[src/hdl/lcdns_pkg.sv]
// ----------------------------------------------------------------------------
// lcdns_pkg
// Shared types, codes and constants of the character LCD nibble sequencer.
// ----------------------------------------------------------------------------
package lcdns_pkg;

  // Request codes
  typedef enum logic [1:0] {
    REQ_WRITE  = 2'd0,
    REQ_INIT   = 2'd1,
    REQ_CLEAR  = 2'd2,
    REQ_CURSOR = 2'd3
  } req_type_e;

  // Configuration register indexes
  localparam logic [1:0] CFG_PULSE_HOLD   = 2'd0;
  localparam logic [1:0] CFG_DATA_SETTLE  = 2'd1;
  localparam logic [1:0] CFG_INSTR_SETTLE = 2'd2;

  localparam int unsigned CFG_DATA_W = 16;

  // Register reset values
  localparam logic [7:0]  PULSE_HOLD_RST   = 8'd2;
  localparam logic [15:0] DATA_SETTLE_RST  = 16'd250;
  localparam logic [15:0] INSTR_SETTLE_RST = 16'd1250;

  // Default depth of the byte queue between front and back
  localparam int unsigned QUEUE_DEPTH_DEF = 4;

  // Instruction bytes
  localparam logic [7:0] INS_FUNC_A  = 8'h33;
  localparam logic [7:0] INS_FUNC_B  = 8'h32;
  localparam logic [7:0] INS_FUNC_C  = 8'h2c;
  localparam logic [7:0] INS_ENTRY   = 8'h06;
  localparam logic [7:0] INS_DISPLAY = 8'h0c;
  localparam logic [7:0] INS_CLEAR   = 8'h01;
  localparam logic [7:0] INS_HOME    = 8'h02;
  localparam logic [7:0] LINE0_BASE  = 8'h80;
  localparam logic [7:0] LINE1_BASE  = 8'hc0;

  // Last byte index of each multi-byte command
  localparam logic [2:0] INIT_LAST_IDX  = 3'd6;
  localparam logic [2:0] CLEAR_LAST_IDX = 3'd1;

  localparam logic [15:0] HOLD_MAX = 16'hffff;

  // One byte to be sent on the bus
  typedef struct packed {
    logic [7:0] value;
    logic       sel;    // register select; also picks the data settle
    logic       last;   // final byte of its command
  } byte_item_t;

  // Live configuration
  typedef struct packed {
    logic [7:0]  pulse_hold;
    logic [15:0] data_settle;
    logic [15:0] instr_settle;
  } cfg_t;

  // Initialise sequence, byte by index
  function automatic logic [7:0] init_byte(input logic [2:0] idx);
    logic [7:0] b;
    unique case (idx)
      3'd0:    b = INS_FUNC_A;
      3'd1:    b = INS_FUNC_B;
      3'd2:    b = INS_FUNC_C;
      3'd3:    b = INS_ENTRY;
      3'd4:    b = INS_DISPLAY;
      3'd5:    b = INS_CLEAR;
      default: b = INS_HOME;
    endcase
    return b;
  endfunction

endpackage

[src/hdl/lcdns_front.sv]
// ----------------------------------------------------------------------------
// lcdns_front
// Accepts commands and expands each into bytes, one per cycle unless queue is full.
// ----------------------------------------------------------------------------
module lcdns_front (
  input  logic                    clk_i,
  input  logic                    rst_ni,
  input  logic                    start_i,
  output logic                    busy_o,
  input  logic [1:0]              req_type_i,
  input  logic [7:0]              data_byte_i,
  input  logic                    reg_select_i,
  input  logic [5:0]              column_i,
  input  logic                    line_i,
  input  logic                    full_i,
  output logic                    push_o,
  output lcdns_pkg::byte_item_t   item_o
);
  import lcdns_pkg::*;

  logic       act_q, act_d;
  req_type_e  req_q, req_d;
  logic [7:0] byte_q, byte_d;
  logic       rs_q, rs_d;
  logic [5:0] col_q, col_d;
  logic       ln_q, ln_d;
  logic [2:0] idx_q, idx_d;

  logic [2:0] last_idx;
  logic [7:0] cur_byte;
  logic       cur_sel;
  logic       is_last;
  logic       accept;

  // Select the current byte of the held command
  always_comb begin
    last_idx = 3'd0;
    cur_sel  = 1'b0;
    unique case (req_q)
      REQ_WRITE: begin
        cur_byte = byte_q;
        cur_sel  = rs_q;
      end
      REQ_INIT: begin
        cur_byte = init_byte(idx_q);
        last_idx = INIT_LAST_IDX;
      end
      REQ_CLEAR: begin
        cur_byte = (idx_q == 3'd0) ? INS_CLEAR : INS_HOME;
        last_idx = CLEAR_LAST_IDX;
      end
      REQ_CURSOR: begin
        cur_byte = (ln_q ? LINE1_BASE : LINE0_BASE) + {2'b00, col_q};
      end
      default: begin
        cur_byte = byte_q;
      end
    endcase
  end

  assign is_last     = (idx_q == last_idx);
  assign push_o      = act_q & ~full_i;
  assign busy_o      = act_q & ~(push_o & is_last);
  assign accept      = start_i & ~busy_o;
  assign item_o.value = cur_byte;
  assign item_o.sel   = cur_sel;
  assign item_o.last  = is_last;

  // Load a new command or advance through the held one
  always_comb begin
    act_d  = act_q;
    req_d  = req_q;
    byte_d = byte_q;
    rs_d   = rs_q;
    col_d  = col_q;
    ln_d   = ln_q;
    idx_d  = idx_q;
    if (accept) begin
      act_d  = 1'b1;
      req_d  = req_type_e'(req_type_i);
      byte_d = data_byte_i;
      rs_d   = reg_select_i;
      col_d  = column_i;
      ln_d   = line_i;
      idx_d  = 3'd0;
    end else if (push_o) begin
      if (is_last) begin
        act_d = 1'b0;
      end else begin
        idx_d = idx_q + 3'd1;
      end
    end
  end

  // Control state
  always_ff @(posedge clk_i or negedge rst_ni) begin
    if (!rst_ni) begin
      act_q <= 1'b0;
      idx_q <= 3'd0;
    end else begin
      act_q <= act_d;
      idx_q <= idx_d;
    end
  end

  // Command payload
  always_ff @(posedge clk_i) begin
    req_q  <= req_d;
    byte_q <= byte_d;
    rs_q   <= rs_d;
    col_q  <= col_d;
    ln_q   <= ln_d;
  end

endmodule

[src/hdl/lcdns_queue.sv]
// ----------------------------------------------------------------------------
// lcdns_queue
// Short FIFO of bytes between the command front and the phase back.
// ----------------------------------------------------------------------------
module lcdns_queue #(
  parameter int unsigned Depth = lcdns_pkg::QUEUE_DEPTH_DEF
) (
  input  logic                  clk_i,
  input  logic                  rst_ni,
  input  logic                  push_i,
  input  lcdns_pkg::byte_item_t item_i,
  output logic                  full_o,
  input  logic                  pop_i,
  output lcdns_pkg::byte_item_t item_o,
  output logic                  empty_o
);
  import lcdns_pkg::*;

  localparam int unsigned PtrW = (Depth > 1) ? $clog2(Depth) : 1;
  localparam int unsigned CntW = $clog2(Depth + 1);
  localparam logic [PtrW-1:0] PtrLast = PtrW'(Depth - 1);
  localparam logic [CntW-1:0] CntFull = CntW'(Depth);

  byte_item_t      mem_q [Depth];
  logic [PtrW-1:0] wr_q, wr_d, rd_q, rd_d;
  logic [CntW-1:0] cnt_q, cnt_d;
  logic            do_push, do_pop;

  assign full_o  = (cnt_q == CntFull);
  assign empty_o = (cnt_q == '0);
  assign do_push = push_i & ~full_o;
  assign do_pop  = pop_i & ~empty_o;
  assign item_o  = mem_q[rd_q];

  // Advance pointers with wrap, track fill level
  always_comb begin
    wr_d  = wr_q;
    rd_d  = rd_q;
    cnt_d = cnt_q;
    if (do_push) begin
      wr_d = (wr_q == PtrLast) ? '0 : wr_q + PtrW'(1);
    end
    if (do_pop) begin
      rd_d = (rd_q == PtrLast) ? '0 : rd_q + PtrW'(1);
    end
    if (do_push && !do_pop) begin
      cnt_d = cnt_q + CntW'(1);
    end else if (do_pop && !do_push) begin
      cnt_d = cnt_q - CntW'(1);
    end
  end

  always_ff @(posedge clk_i or negedge rst_ni) begin
    if (!rst_ni) begin
      wr_q  <= '0;
      rd_q  <= '0;
      cnt_q <= '0;
    end else begin
      wr_q  <= wr_d;
      rd_q  <= rd_d;
      cnt_q <= cnt_d;
    end
  end

  // Store entries
  always_ff @(posedge clk_i) begin
    if (do_push) begin
      mem_q[wr_q] <= item_i;
    end
  end

endmodule

[src/hdl/lcdns_back.sv]
// ----------------------------------------------------------------------------
// lcdns_back
// Plays each queued byte as four bus phases, one phase per cycle.
// ----------------------------------------------------------------------------
module lcdns_back (
  input  logic                  clk_i,
  input  logic                  rst_ni,
  input  lcdns_pkg::cfg_t       cfg_i,
  input  logic                  empty_i,
  input  lcdns_pkg::byte_item_t item_i,
  output logic                  pop_o,
  output logic                  valid_o,
  output logic [3:0]            bus_nibble_o,
  output logic                  select_line_o,
  output logic                  enable_line_o,
  output logic [15:0]           hold_ticks_o,
  output logic                  last_phase_o
);
  import lcdns_pkg::*;

  logic       act_q, act_d;
  logic [1:0] ph_q, ph_d;
  byte_item_t item_q, item_d;
  logic       take;
  logic       final_ph;

  logic [15:0] settle;
  logic [16:0] tail_sum;
  logic [15:0] tail;

  logic        valid_q;
  logic [3:0]  nib_q, nib_d;
  logic        sel_q;
  logic        en_q, en_d;
  logic [15:0] hold_q, hold_d;
  logic        last_q, last_d;

  assign final_ph = (ph_q == 2'd3);
  assign take     = ~empty_i & (~act_q | final_ph);
  assign pop_o    = take;

  // Saturating tail hold of the last low phase
  assign settle   = item_q.sel ? cfg_i.data_settle : cfg_i.instr_settle;
  assign tail_sum = {1'b0, settle} + {9'd0, cfg_i.pulse_hold};
  assign tail     = tail_sum[16] ? HOLD_MAX : tail_sum[15:0];

  // Sequence phases and fetch the next byte
  always_comb begin
    act_d  = act_q;
    ph_d   = ph_q;
    item_d = item_q;
    if (take) begin
      act_d  = 1'b1;
      ph_d   = 2'd0;
      item_d = item_i;
    end else if (act_q) begin
      act_d = ~final_ph;
      ph_d  = ph_q + 2'd1;
    end
  end

  // Form the phase: high nibble first, enable high then low
  always_comb begin
    nib_d  = ph_q[1] ? item_q.value[3:0] : item_q.value[7:4];
    en_d   = ~ph_q[0];
    hold_d = final_ph ? tail : {8'd0, cfg_i.pulse_hold};
    last_d = final_ph & item_q.last;
  end

  always_ff @(posedge clk_i or negedge rst_ni) begin
    if (!rst_ni) begin
      act_q   <= 1'b0;
      ph_q    <= 2'd0;
      valid_q <= 1'b0;
    end else begin
      act_q   <= act_d;
      ph_q    <= ph_d;
      valid_q <= act_q;
    end
  end

  // Byte and output payload
  always_ff @(posedge clk_i) begin
    item_q <= item_d;
    nib_q  <= nib_d;
    sel_q  <= item_q.sel;
    en_q   <= en_d;
    hold_q <= hold_d;
    last_q <= last_d;
  end

  assign valid_o       = valid_q;
  assign bus_nibble_o  = nib_q;
  assign select_line_o = sel_q;
  assign enable_line_o = en_q;
  assign hold_ticks_o  = hold_q;
  assign last_phase_o  = last_q;

endmodule

[src/hdl/character_lcd_nibble_sequencer_top.sv]
// A command's first phase passes front, queue, back phase and output registers.
// Throughput: one phase per cycle, four per byte; a command gives 4 to 28 phases.
// The back's phase sequencer sets the rate; the byte queue lets new commands
// be taken while earlier bytes still play. Results cannot be stalled.
// Reset clears queue, sequencers and output strobe and loads the default
// pulse hold and settle registers.
// ----------------------------------------------------------------------------
// character_lcd_nibble_sequencer_top
// HD44780-style 4-bit bus sequencer: commands in, timed pin phases out.
// ----------------------------------------------------------------------------
module character_lcd_nibble_sequencer_top #(
  parameter int unsigned QueueDepth = lcdns_pkg::QUEUE_DEPTH_DEF
) (
  input  logic                            clk_i,
  input  logic                            rst_ni,
  input  logic                            start,
  output logic                            busy,
  input  logic [1:0]                      req_type_i,
  input  logic [7:0]                      data_byte_i,
  input  logic                            reg_select_i,
  input  logic [5:0]                      column_i,
  input  logic                            line_i,
  input  logic                            cfg_we_i,
  input  logic [1:0]                      cfg_index_i,
  input  logic [lcdns_pkg::CFG_DATA_W-1:0] cfg_data_i,
  output logic                            valid_o,
  output logic [3:0]                      bus_nibble_o,
  output logic                            select_line_o,
  output logic                            enable_line_o,
  output logic [15:0]                     hold_ticks_o,
  output logic                            last_phase_o
);
  import lcdns_pkg::*;

  cfg_t       cfg_q;
  logic       q_full, q_empty, q_push, q_pop;
  byte_item_t push_item, pop_item;

  // Configuration registers
  always_ff @(posedge clk_i or negedge rst_ni) begin
    if (!rst_ni) begin
      cfg_q.pulse_hold   <= PULSE_HOLD_RST;
      cfg_q.data_settle  <= DATA_SETTLE_RST;
      cfg_q.instr_settle <= INSTR_SETTLE_RST;
    end else if (cfg_we_i) begin
      unique case (cfg_index_i)
        CFG_PULSE_HOLD:   cfg_q.pulse_hold   <= cfg_data_i[7:0];
        CFG_DATA_SETTLE:  cfg_q.data_settle  <= cfg_data_i[15:0];
        CFG_INSTR_SETTLE: cfg_q.instr_settle <= cfg_data_i[15:0];
        default: ;
      endcase
    end
  end

  lcdns_front u_front (
    .clk_i        (clk_i),
    .rst_ni       (rst_ni),
    .start_i      (start),
    .busy_o       (busy),
    .req_type_i   (req_type_i),
    .data_byte_i  (data_byte_i),
    .reg_select_i (reg_select_i),
    .column_i     (column_i),
    .line_i       (line_i),
    .full_i       (q_full),
    .push_o       (q_push),
    .item_o       (push_item)
  );

  lcdns_queue #(
    .Depth (QueueDepth)
  ) u_queue (
    .clk_i   (clk_i),
    .rst_ni  (rst_ni),
    .push_i  (q_push),
    .item_i  (push_item),
    .full_o  (q_full),
    .pop_i   (q_pop),
    .item_o  (pop_item),
    .empty_o (q_empty)
  );

  lcdns_back u_back (
    .clk_i         (clk_i),
    .rst_ni        (rst_ni),
    .cfg_i         (cfg_q),
    .empty_i       (q_empty),
    .item_i        (pop_item),
    .pop_o         (q_pop),
    .valid_o       (valid_o),
    .bus_nibble_o  (bus_nibble_o),
    .select_line_o (select_line_o),
    .enable_line_o (enable_line_o),
    .hold_ticks_o  (hold_ticks_o),
    .last_phase_o  (last_phase_o)
  );

endmodule

[config.mk]
export PLATFORM = sky130hd
export DESIGN_NAME = character_lcd_nibble_sequencer_top
export DESIGN_NICKNAME = d
export VERILOG_FILES = /design/src/hdl/lcdns_pkg.sv /design/src/hdl/lcdns_front.sv /design/src/hdl/lcdns_queue.sv /design/src/hdl/lcdns_back.sv /design/src/hdl/character_lcd_nibble_sequencer_top.sv
export SDC_FILE = /design/constraint.sdc
export NUM_CORES = 1
export LEC_CHECK = 0
export BUFFER_PORTS_ARGS = -buffer_cell sky130_fd_sc_hd__clkbuf_2
export CAP_MARGIN = 0
export CORE_MARGIN = 5
export CORE_UTILIZATION = 36
export DETAILED_ROUTE_END_ITERATION = 8
export PLACE_DENSITY = 0.54
export SLEW_MARGIN = 0
export SYNTH_ARGS = -nofsm -noshare
export SYNTH_HDL_FRONTEND = slang
export SYNTH_HIERARCHICAL = 1
export SYNTH_SLANG_ARGS = --single-unit
[constraint.sdc]
create_clock -name clk_i -period 2.8 [get_ports clk_i]
set_input_delay 0.14 -clock clk_i [delete_from_list [all_inputs] [get_ports clk_i]]
set_output_delay 0.14 -clock clk_i [all_outputs]
set_load 0.01 [all_outputs]
==> impl_results.md, run 1 <==
* Die Y at 145 um
* Primary flip-flop cell chosen by synthesis mapping: edfxtp_1
* Static Leak at 3.29 nW
* Cell internal pwr at 6.10 mW
* Data arrival time of the critical path at 2810 ps
* Largest buffer count on any clock path at 2
* Diodes inserted at 0
* Post-CTS setup buffers at 0
* GP Congestion at 0.816
* ANT nets after route at 0
* Num CTS Buffers at 17
* TritonCTS clock tree: yes
* Fill cell instance count of the final layout at 1,611
* Power dissipated by switching net loads at 2.92 mW
* Timing-limited maximum frequency at 0.396 GHz
* Overall routing resource usage at 13.2%
* Number of antenna violations at the first check in global routing at 0
* Crit Path Category: reg2reg
* Number of cells produced by synthesis at 451
* Clock input transition at the sequential cells of the worst setup and hold paths at 60 ps
* # port buffers at 64
* Setup repair after global routing missed its margin: no
* Outcome: completed
* Commonest non-fill, non-tap cell in the layout: edfxtp_1
* Clock sink count at 146
* Ys Warns at 6
* TNS Setup at 0 ps
* Fin nets at 628
* Final routed wire length divided by cell count at 16.0 um
* Number of enable flip-flop cells after synthesis at 68
* Via count of the first global-routing pass at 4,084
* Post-synth design cell area at 6530 um^2
* Horiz. Die Dim at 145 um
* Maximum clock skew at final layout at 6.97 ps
* Starting utilization of the core area at 36.5%
* DP Worst Slack at 267 ps
* Peak supply drop at 0.620 mV
* Number of levels in the clock H-tree at 4
* Syn Nets at 513
* Kind of capture point of the worst setup path: flip-flop
* Final design utilization at 45.1%
* Met1 layer usage reported by global route at 17.7%
* Area of the core region at 17,900 um^2
* Drt drc at 0
* Worst skew pair latency at 420 ps
* Count of hold buffers inserted by post-cts repair at 34
* Critical Path Source Type: flip-flop
* Maximum fanout along the worst path at 8
* Hold crit path type: in2reg
* Maxcap violations at 0
* Combinational cell fraction of total power at 34.2%
* Sequential Power Share at 40.8%
* First-pass GRT wire length at 21,200 um
* Cell at the root of the clock tree: clkbuf_16
* Slew at the pin closest to its max-slew limit at 722 ps
* Global-route layer with the greatest usage: met2
* Starting DRT DRC Count at 158
* Fraction of met3 tracks used by global routing at 3.78%
* Max-slew headroom at 51.9%
* Vias post-DR at 3,973
* Layout cells sized above 1 at 36.0%
* HPWL Detailed at 9250 um
* Fraction of registers with async set/reset at 37.7%
* Fraction of power spent switching nets at 32.3%
* Total Die Area at 20,900 um^2
* Final count of hold timing violations at 0
* Remaining global-route overflow at 0
* Power per unit of standard cell area at 1120 nW/um^2
* Most frequent cells in the layout: edfxtp_1 (68), clkbuf_2 (64), mux2_2 (59), dfrtp_1 (43), dlygate4sd3_1 (34)
* Io pins at 65
* # setup viols final at 0
* Largest net degree at the start of global routing at 37
* Synth-to-Final Area Change at 23.5%
* Synthesis-stage register bit count at 146
* Synth unique cells at 66
* Via density per instance at 4.92
* Max-slew violations at 0
* Total design power at 9.01 mW
* Share of the yosys chip area belonging to registers at 59.6%
* Tmin final at 2520 ps
* Wire length reported by the detailed router at 12,900 um
* Total iterations of the first detailed-routing run at 4
* Post-cts repair resize count at 0
* Clock network fraction of total power at 24.9%
* Rows at 49
* Met2 layer usage reported by global route at 20.5%
* Average cell area after synthesis at 14.5 um^2
* Final setup margin at 278 ps
* Final cycle utilization of the critical path at 90.1%
* CP required at 3090 ps
## through the flow
step                      area [um^2]  std cells  hold slack, ps
after detailed placement         7140        742             136
after floorplan                  6540        451            -156
final                            8070        807            29.5
after global placement           7140        742             132
after global routing             8070        807            6.08
after CTS                        8070        807            3.88
## routing by layer
| metal | wire (um) | part of all wire, % |
|---|---|---|
| met3 | 487 | 3.8 |
| met1 | 6130 | 47 |
| met2 | 6090 | 47 |
| met4 | 204 | 1.6 |
| met5 | 0 | 0 |
## area by class of cell
class | count | area (um^2) | share of cell area [%]
Timing Repair Buffer | 110 | 751 | 9.30
Sequential cell | 146 | 3890 | 48.3
Clock inverter | 13 | 163 | 2.02
Inverter | 12 | 47.5 | 0.589
Multi-Input combinational cell | 279 | 2500 | 31.0
Tap cell | 229 | 287 | 3.55
Clock buffer | 18 | 429 | 5.32
## worst max-delay path, stage by stage, from the launching register on
cell       delay [ps]
edfxtp_1          350
buf_4             180
mux2_2            380
fa_2              400
a211oi_2          310
nor3b_4           100
o211a_1           260
a2111oi_2         330
a211oi_2           70
## path summary, 6_finish.rpt
path                                  start                       to  slack (ps)  cells after the start
hold reg to reg                u_back/act_q           u_back/valid_o         450                      0
setup / recovery           u_back/item_q[1]  u_back/hold_ticks_o[11]         280                      8
setup reg to reg           u_back/item_q[1]  u_back/hold_ticks_o[11]         280                      8
max in group asynchronous            rst_ni                 cfg_q[6]        1670                      3
hold / removal                cfg_data_i[7]                cfg_q[39]          30                      2
min in group asynchronous            rst_ni                cfg_q[11]         240                      2
## synth_stat cells, types with 3 or more instances
| cell | number | area (um^2) |
|---|---|---|
| edfxtp_1 | 68 | 2040 |
| mux2_2 | 59 | 664 |
| dfrtp_1 | 43 | 1080 |
| nor2_1 | 27 | 101 |
| dfxtp_1 | 23 | 460 |
| ha_1 | 20 | 250 |
| a21oi_1 | 17 | 85.1 |
| nand2_1 | 14 | 52.6 |
| dfstp_2 | 12 | 315 |
| inv_1 | 11 | 41.3 |
| mux4_2 | 11 | 248 |
| o21ai_0 | 11 | 55.1 |
| nand2b_1 | 8 | 50.1 |
| and2_1 | 7 | 43.8 |
| xor2_1 | 7 | 61.3 |
| a31oi_1 | 6 | 37.5 |
| buf_4 | 6 | 45.0 |
| mux2i_1 | 6 | 60.1 |
| nand3_1 | 6 | 30.0 |
| nor3_1 | 6 | 30.0 |
| a21o_1 | 5 | 37.5 |
| and3_1 | 4 | 25.0 |
| buf_2 | 4 | 20.0 |
| nor2b_1 | 4 | 25.0 |
| a211o_1 | 3 | 26.3 |
| nand4_1 | 3 | 18.8 |
| o21ai_1 | 3 | 15.0 |
| xnor2_1 | 3 | 26.3 |
## sequential cells by signal (all words and copies together), names as in the netlist
register / flops
cfg_q: 40
u_queue/wr_q: 2
u_back/act_q: 1
u_back/item_q: 10
u_front/col_q: 6
u_front/act_q: 1
u_front/req_q: 2
u_back/hold_ticks_o: 16
u_back/valid_o: 1
u_front/rs_q: 1
u_back/select_line_o: 1
u_front/byte_q: 8
u_queue/cnt_q: 3
u_front/ln_q: 1
u_back/bus_nibble_o: 4
u_queue/mem_q: 40
u_queue/rd_q: 2
u_front/idx_q: 3
u_back/ph_q: 2
u_back/last_phase_o: 1
u_back/enable_line_o: 1
## power groups by stage
stage          Combinational (mW)  Sequential (mW)  Clock, mW
2_1_floorplan                2.29             3.62          0
3_3_place_gp                 3.03             3.71          0
3_5_place_dp                 3.08             3.74          0
4_1_cts                      3.13             3.70       2.32
5_1_grt                      3.45             3.77       2.43
6_report                     3.09             3.68       2.25
## cell families after synthesis
| kind of cell | count (synthesis) | share of synthesized area (%) |
|---|---|---|
| AO/OA/AOI/OAI | 77 | 8.81 |
| XOR/XNOR | 10 | 1.34 |
| adder cells (fa/ha/maj) | 22 | 4.44 |
| buffers and inverters | 26 | 2.18 |
| flip-flops | 146 | 59.6 |
| multiplexers | 78 | 15.3 |
| AND/OR/NAND/NOR | 92 | 8.27 |
No activity file was read; power rests on OpenSTA's default activity.
==> run 2, diff against run 1 <==
Settings changed: BUFFER_PORTS_ARGS -buffer_cell sky130_fd_sc_hd__clkbuf_2 to -buffer_cell sky130_fd_sc_hd__buf_4, CTS_BUF_LIST from default to sky130_fd_sc_hd__clkbuf_8 sky130_fd_sc_hd__clkbuf_16, TNS_END_PERCENT from default to 30.
==> impl_results.md, run 2 (synthesized netlist as in run 1, its figures left out) <==
* Critical Path Source Type: flip-flop (unchanged)
* Overall routing resource usage at 13.4% (was 13.2%)
* Rows at 49 (unchanged)
* Total iterations of the first detailed-routing run at 4 (unchanged)
* Setup repair after global routing missed its margin: no (unchanged)
* Placed Cells at 738 (was 742)
* Synth-to-Final Area Change at 25.6% (was 23.5%)
* ANT nets after route at 0 (unchanged)
* Static Leak at 3.31 nW (was 3.29 nW)
* Commonest non-fill, non-tap cell in the layout: buf_4 (was edfxtp_1)
* Area of the core region at 17,900 um^2 (unchanged)
* Power per unit of standard cell area at 1110 nW/um^2 (was 1120 nW/um^2)
* Cell at the root of the clock tree: clkbuf_16 (unchanged)
* Final routed wire length divided by cell count at 16.4 um (was 16.0 um)
* First-pass GRT wire length at 21,300 um (was 21,200 um)
* Number of antenna violations at the first check in global routing at 0 (unchanged)
* Io pins at 65 (unchanged)
* Num CTS Buffers at 17 (unchanged)
* TritonCTS clock tree: yes (unchanged)
* Largest buffer count on any clock path at 2 (unchanged)
* Final Cell Area at 8200 um^2 (was 8070 um^2)
* Total Die Area at 20,900 um^2 (unchanged)
* # port buffers at 64 (unchanged)
* Outcome: completed (unchanged)
* Via count of the first global-routing pass at 4,153 (was 4,084)
* Worst skew pair latency at 420 ps (about the same)
* Drt drc at 0 (unchanged)
* Final design utilization at 45.8% (was 45.1%)
* Kind of capture point of the worst setup path: flip-flop (unchanged)
* Maximum fanout along the worst path at 5 (was 8)
* HPWL Detailed at 9230 um (was 9250 um)
* # setup viols final at 0 (unchanged)
* Vias post-DR at 4,001 (was 3,973)
* Wire length reported by the detailed router at 13,200 um (was 12,900 um)
* Layout cells sized above 1 at 35.4% (was 36.0%)
* Post-layout instance count excluding filler cells at 805 (was 807)
* Hold crit path type: in2reg (unchanged)
* Maxcap violations at 0 (unchanged)
* Post-CTS setup buffers at 0 (unchanged)
* Clock sink count at 146 (unchanged)
* Die Y at 145 um (unchanged)
* Data arrival time of the critical path at 2950 ps (was 2810 ps)
* Horiz. Die Dim at 145 um (unchanged)
* Fill cell instance count of the final layout at 1,643 (was 1,611)
* Maximum clock skew at final layout at 8.19 ps (was 6.97 ps)
* Starting DRT DRC Count at 197 (was 158)
* Fin nets at 625 (was 628)
* Starting utilization of the core area at 36.5% (unchanged)
* Remaining global-route overflow at 0 (unchanged)
* Most frequent cells in the layout: buf_4 (72), edfxtp_1 (68), mux2_2 (59), dfrtp_1 (43), dlygate4sd3_1 (35) (was edfxtp_1 (68), clkbuf_2 (64), mux2_2 (59), dfrtp_1 (43), dlygate4sd3_1 (34))
* Slew at the pin closest to its max-slew limit at 737 ps (was 722 ps)
* Diodes inserted at 0 (unchanged)
* Number of levels in the clock H-tree at 4 (unchanged)
* Largest net degree at the start of global routing at 56 (was 37)
* Timing-limited maximum frequency at 0.377 GHz (was 0.396 GHz)
* Crit Path Category: reg2reg (unchanged)
* Max-slew violations at 0 (unchanged)
* Final count of hold timing violations at 0 (unchanged)
* Clock input transition at the sequential cells of the worst setup and hold paths at 60 ps (about the same)
* GP Congestion at 0.796 (was 0.816)
* Final cycle utilization of the critical path at 94.8% (was 90.1%)
* Via density per instance at 4.97 (was 4.92)
* Max-slew headroom at 50.9% (was 51.9%)
* Standard cell area after detailed placement at 7260 um^2 (was 7140 um^2)
* Tmin final at 2650 ps (was 2520 ps)
* CP required at 3100 ps (was 3090 ps)
* Peak supply drop at 0.538 mV (was 0.620 mV)
==> run 2: per-layer routing <==
metal	share of wire [%]	up-vias	GRT usage [%]
met5	0	-	0
met2	48	64	21.1
met3	3.4	15	3.06
met1	47	2005	17.7
li1	-	1917	-
met4	1.5	0	5.84
==> run 2: area by class of cell <==
type	instances	area (um^2)	area share, %
Multi-Input combinational cell	279	2500	30.5
Sequential cell	146	3890	47.5
Inverter	12	47.5	0.580
Clock buffer	17	425	5.19
Tap cell	229	287	3.49
Timing Repair Buffer	107	891	10.9
Clock inverter	15	156	1.91
==> run 2: what timing repair did <==
item | CTS | global route
hold buffers | 35 | 0
gates resized for setup | 0 | 1
endpoints found under the hold margin | 101 | 0
endpoints found under the setup margin | 0 | 1
==> run 2: through the flow <==
step / setup slack (ps) / setup TNS, ps / power [mW] / hold slack, ps
3_3_place_gp: 178 / 0 / 6.81 / 227
5_1_grt: 8.44 / 0 / 9.69 / 36.3
4_1_cts: 102 / 0 / 9.21 / 10.3
2_1_floorplan: -147 / -147 / 5.90 / -156
6_report: 147 / 0 / 9.12 / 35.7
3_5_place_dp: 111 / 0 / 6.91 / 246
==> run 2: path summary, 6_finish.rpt <==
| kind | from | endpoint | slack (ps) | cells after the start |
|---|---|---|---|---|
| worst max register to register | u_back/item_q[1] | u_back/hold_ticks_o[11] | 150 | 8 |
| worst min register to register | u_back/act_q | u_back/valid_o | 460 | 0 |
| min in group asynchronous | rst_ni | cfg_q[26] | 310 | 2 |
| worst min-delay path | start | u_front/act_q | 40 | 3 |
| worst max-delay path | u_back/item_q[1] | u_back/hold_ticks_o[11] | 150 | 8 |
| max in group asynchronous | rst_ni | u_queue/cnt_q[1] | 2000 | 2 |
==> run 2: critical path, stage by stage (launching register included) <==
cell and delay, ps:
edfxtp_1 380, buf_4 170, mux2_2 380, fa_1 490, a211oi_4 340, nor3b_4 90, o211a_1 260, a2111oi_2 350
a211oi_2 70
==> run 2: where the power goes <==
part / total, mW / internal (mW) / switching, mW
clock network: 2.22 / 1.32 / 0.903
registers: 3.69 / 3.24 / 0.445
logic: 3.21 / 1.55 / 1.66
==> run 3, diff against run 2 <==
Settings changed: PLACE_DENSITY 0.54 to 0.52, SETUP_SLACK_MARGIN from default to 0.5.
Clock period 2.8 ns to 3.05 ns, I/O delays scaled along.
==> impl_results.md, run 3 (synthesized netlist as in run 1, its figures left out) <==
* Outcome: completed (unchanged)
* Remaining global-route overflow at 0 (unchanged)
* CP required at 3360 ps (was 3100 ps)
* Layout cells sized above 1 at 38.2% (was 35.4%)
* Final count of hold timing violations at 0 (unchanged)
* Final setup margin at 589 ps (was 147 ps)
* Commonest non-fill, non-tap cell in the layout: buf_4 (unchanged)
* Most frequent cells in the layout: buf_4 (73), edfxtp_1 (68), mux2_2 (58), dfrtp_1 (43), dlygate4sd3_1 (35) (was buf_4 (72), edfxtp_1 (68), mux2_2 (59), dfrtp_1 (43), dlygate4sd3_1 (35))
* Synth-to-Final Area Change at 27.5% (was 25.6%)
* Slew at the pin closest to its max-slew limit at 740 ps (was 737 ps)
* Hold Crit Endpoint: u_front/act_q (unchanged)
* DP Worst Slack at 383 ps (was 111 ps)
* Reg2reg path depth at 9 (was 8)
* Largest net degree at the start of global routing at 56 (unchanged)
* Final Cell Area at 8330 um^2 (was 8200 um^2)
* Largest buffer count on any clock path at 2 (unchanged)
* Die Y at 145 um (unchanged)
* Via count of the first global-routing pass at 4,172 (was 4,153)
* Via density per instance at 4.97 (about the same)
* Critical Path Source Type: flip-flop (unchanged)
* Final cycle utilization of the critical path at 80.7% (was 94.8%)
* Post-layout instance count excluding filler cells at 808 (was 805)
* First-pass GRT wire length at 22,100 um (was 21,300 um)
* Setup slack, reg-to-reg at 590 ps (was 150 ps)
* Cell at the root of the clock tree: clkbuf_16 (unchanged)
* Number of antenna violations at the first check in global routing at 0 (unchanged)
* TritonCTS clock tree: yes (unchanged)
* Total iterations of the first detailed-routing run at 5 (was 4)
* # setup viols final at 0 (unchanged)
* Clock input transition at the sequential cells of the worst setup and hold paths at 60 ps (about the same)
* Hold crit path type: in2reg (unchanged)
* Placed Cells at 735 (was 738)
* Maxcap violations at 0 (unchanged)
* Rows at 49 (unchanged)
* Final routed wire length divided by cell count at 16.8 um (was 16.4 um)
* Standard cell area after detailed placement at 7280 um^2 (was 7260 um^2)
* Data arrival time of the critical path at 2770 ps (was 2950 ps)
* Critical register-to-register path startpoint: u_back/item_q[1] (unchanged)
* Number of levels in the clock H-tree at 4 (unchanged)
* Clock sink count at 146 (unchanged)
* Num CTS Buffers at 17 (unchanged)
* Drt drc at 0 (unchanged)
* Fin nets at 628 (was 625)
* Max-slew violations at 0 (unchanged)
* Timing-limited maximum frequency at 0.406 GHz (was 0.377 GHz)
* Starting DRT DRC Count at 185 (was 197)
* # port buffers at 64 (unchanged)
* Total Die Area at 20,900 um^2 (unchanged)
* Final design utilization at 46.5% (was 45.8%)
* Horiz. Die Dim at 145 um (unchanged)
* Tmin final at 2460 ps (was 2650 ps)
* FF-to-FF End: u_back/hold_ticks_o[11] (unchanged)
* Crit Path Category: reg2reg (unchanged)
* Wire length reported by the detailed router at 13,600 um (was 13,200 um)
* HPWL Detailed at 9360 um (was 9230 um)
* Area of the core region at 17,900 um^2 (unchanged)
* Maximum clock skew at final layout at 7.22 ps (was 8.19 ps)
* GP Congestion at 0.811 (was 0.796)
* Vias post-DR at 4,017 (was 4,001)
* Fill cell instance count of the final layout at 1,622 (was 1,643)
* Static Leak at 3.33 nW (was 3.31 nW)
* Starting utilization of the core area at 36.5% (unchanged)
* Io pins at 65 (unchanged)
* Power per unit of standard cell area at 1020 nW/um^2 (was 1110 nW/um^2)
* Worst skew pair latency at 420 ps (about the same)
* Maximum fanout along the worst path at 6 (was 5)
* ANT nets after route at 0 (unchanged)
* Hold Path Stages at 3 (unchanged)
* Kind of capture point of the worst setup path: flip-flop (unchanged)
* Max-slew headroom at 50.7% (was 50.9%)
* Setup repair after global routing missed its margin: yes (was no)
* Peak supply drop at 0.525 mV (was 0.538 mV)
* TNS Setup at 0 ps (unchanged)
* HP Start: start (unchanged)
* Overall routing resource usage at 13.8% (was 13.4%)
* Diodes inserted at 0 (unchanged)
[run 3: changes by cell type in the layout (fill, tap and decap cells not counted), moves of 2 or more]
cell      before  now
clkinv_1       2    0
ha_1          20   15
ha_4           0    4
inv_6          5    8
o21ai_1        4    2
o21ai_2        0    2
[run 3: metal layers]
layer	track usage (%)	routed length (um)	vias to the layer above
li1	-	-	1938
met1	18.7	6390	1991
met2	21.5	6530	76
met3	3.88	528	12
met4	4.42	156	0
met5	0	0	-
[run 3: power breakdown]
part | switching [mW] | internal [mW]
Sequential | 0.428 | 2.98
Clock | 0.869 | 1.14
Combinational | 1.55 | 1.52
Total | 2.85 | 5.64
[run 3: worst max-delay path, cell delays in order, from the launching register on]
cell	delay, ps
edfxtp_1	400
buf_6	160
mux2_4	310
ha_4	160
fa_2	370
a211oi_4	300
nor3b_4	100
o211a_4	270
a2111oi_4	210
a211oi_2	50
[run 3: worst max path at each step]
stage | cells past startpoint | slack (ps) | end | startpoint
after floorplan | 10 | 470 | u_back/hold_ticks_o[11] | u_back/item_q[1]
after global placement | 8 | 450 | u_back/hold_ticks_o[9] | u_back/item_q[1]
after detailed placement | 8 | 380 | u_back/hold_ticks_o[9] | u_back/item_q[1]
after CTS | 10 | 470 | u_queue/cnt_q[2] | u_queue/cnt_q[0]
after global routing | 9 | 480 | u_back/hold_ticks_o[11] | u_back/item_q[1]
final | 9 | 590 | u_back/hold_ticks_o[11] | u_back/item_q[1]
[run 3: cell type report]
class	count	area, um^2	share of cell area [%]
inverter	12	47.5	0.571
tap	229	287	3.44
clock inverter	15	145	1.74
sequential	146	3890	46.7
timing repair buffer	110	930	11.2
clock buffer	17	425	5.11
multi-input combinational	279	2600	31.2
[run 3: stage by stage]
step	power, mW	hold slack, ps
CTS	8.45	10.1
global placement	6.26	254
global route	9.05	33.0
floorplan	5.48	-143
finish	8.48	29.8
detailed placement	6.35	265
[run 3: what timing repair did]
item	4_1_cts	5_1_grt
buffers inserted	3	3
endpoints found under the hold margin	101	0
pin swaps	1	8
gates resized for setup	1	14
gates cloned	0	0
endpoints found under the setup margin	16	18
hold buffers	35	0
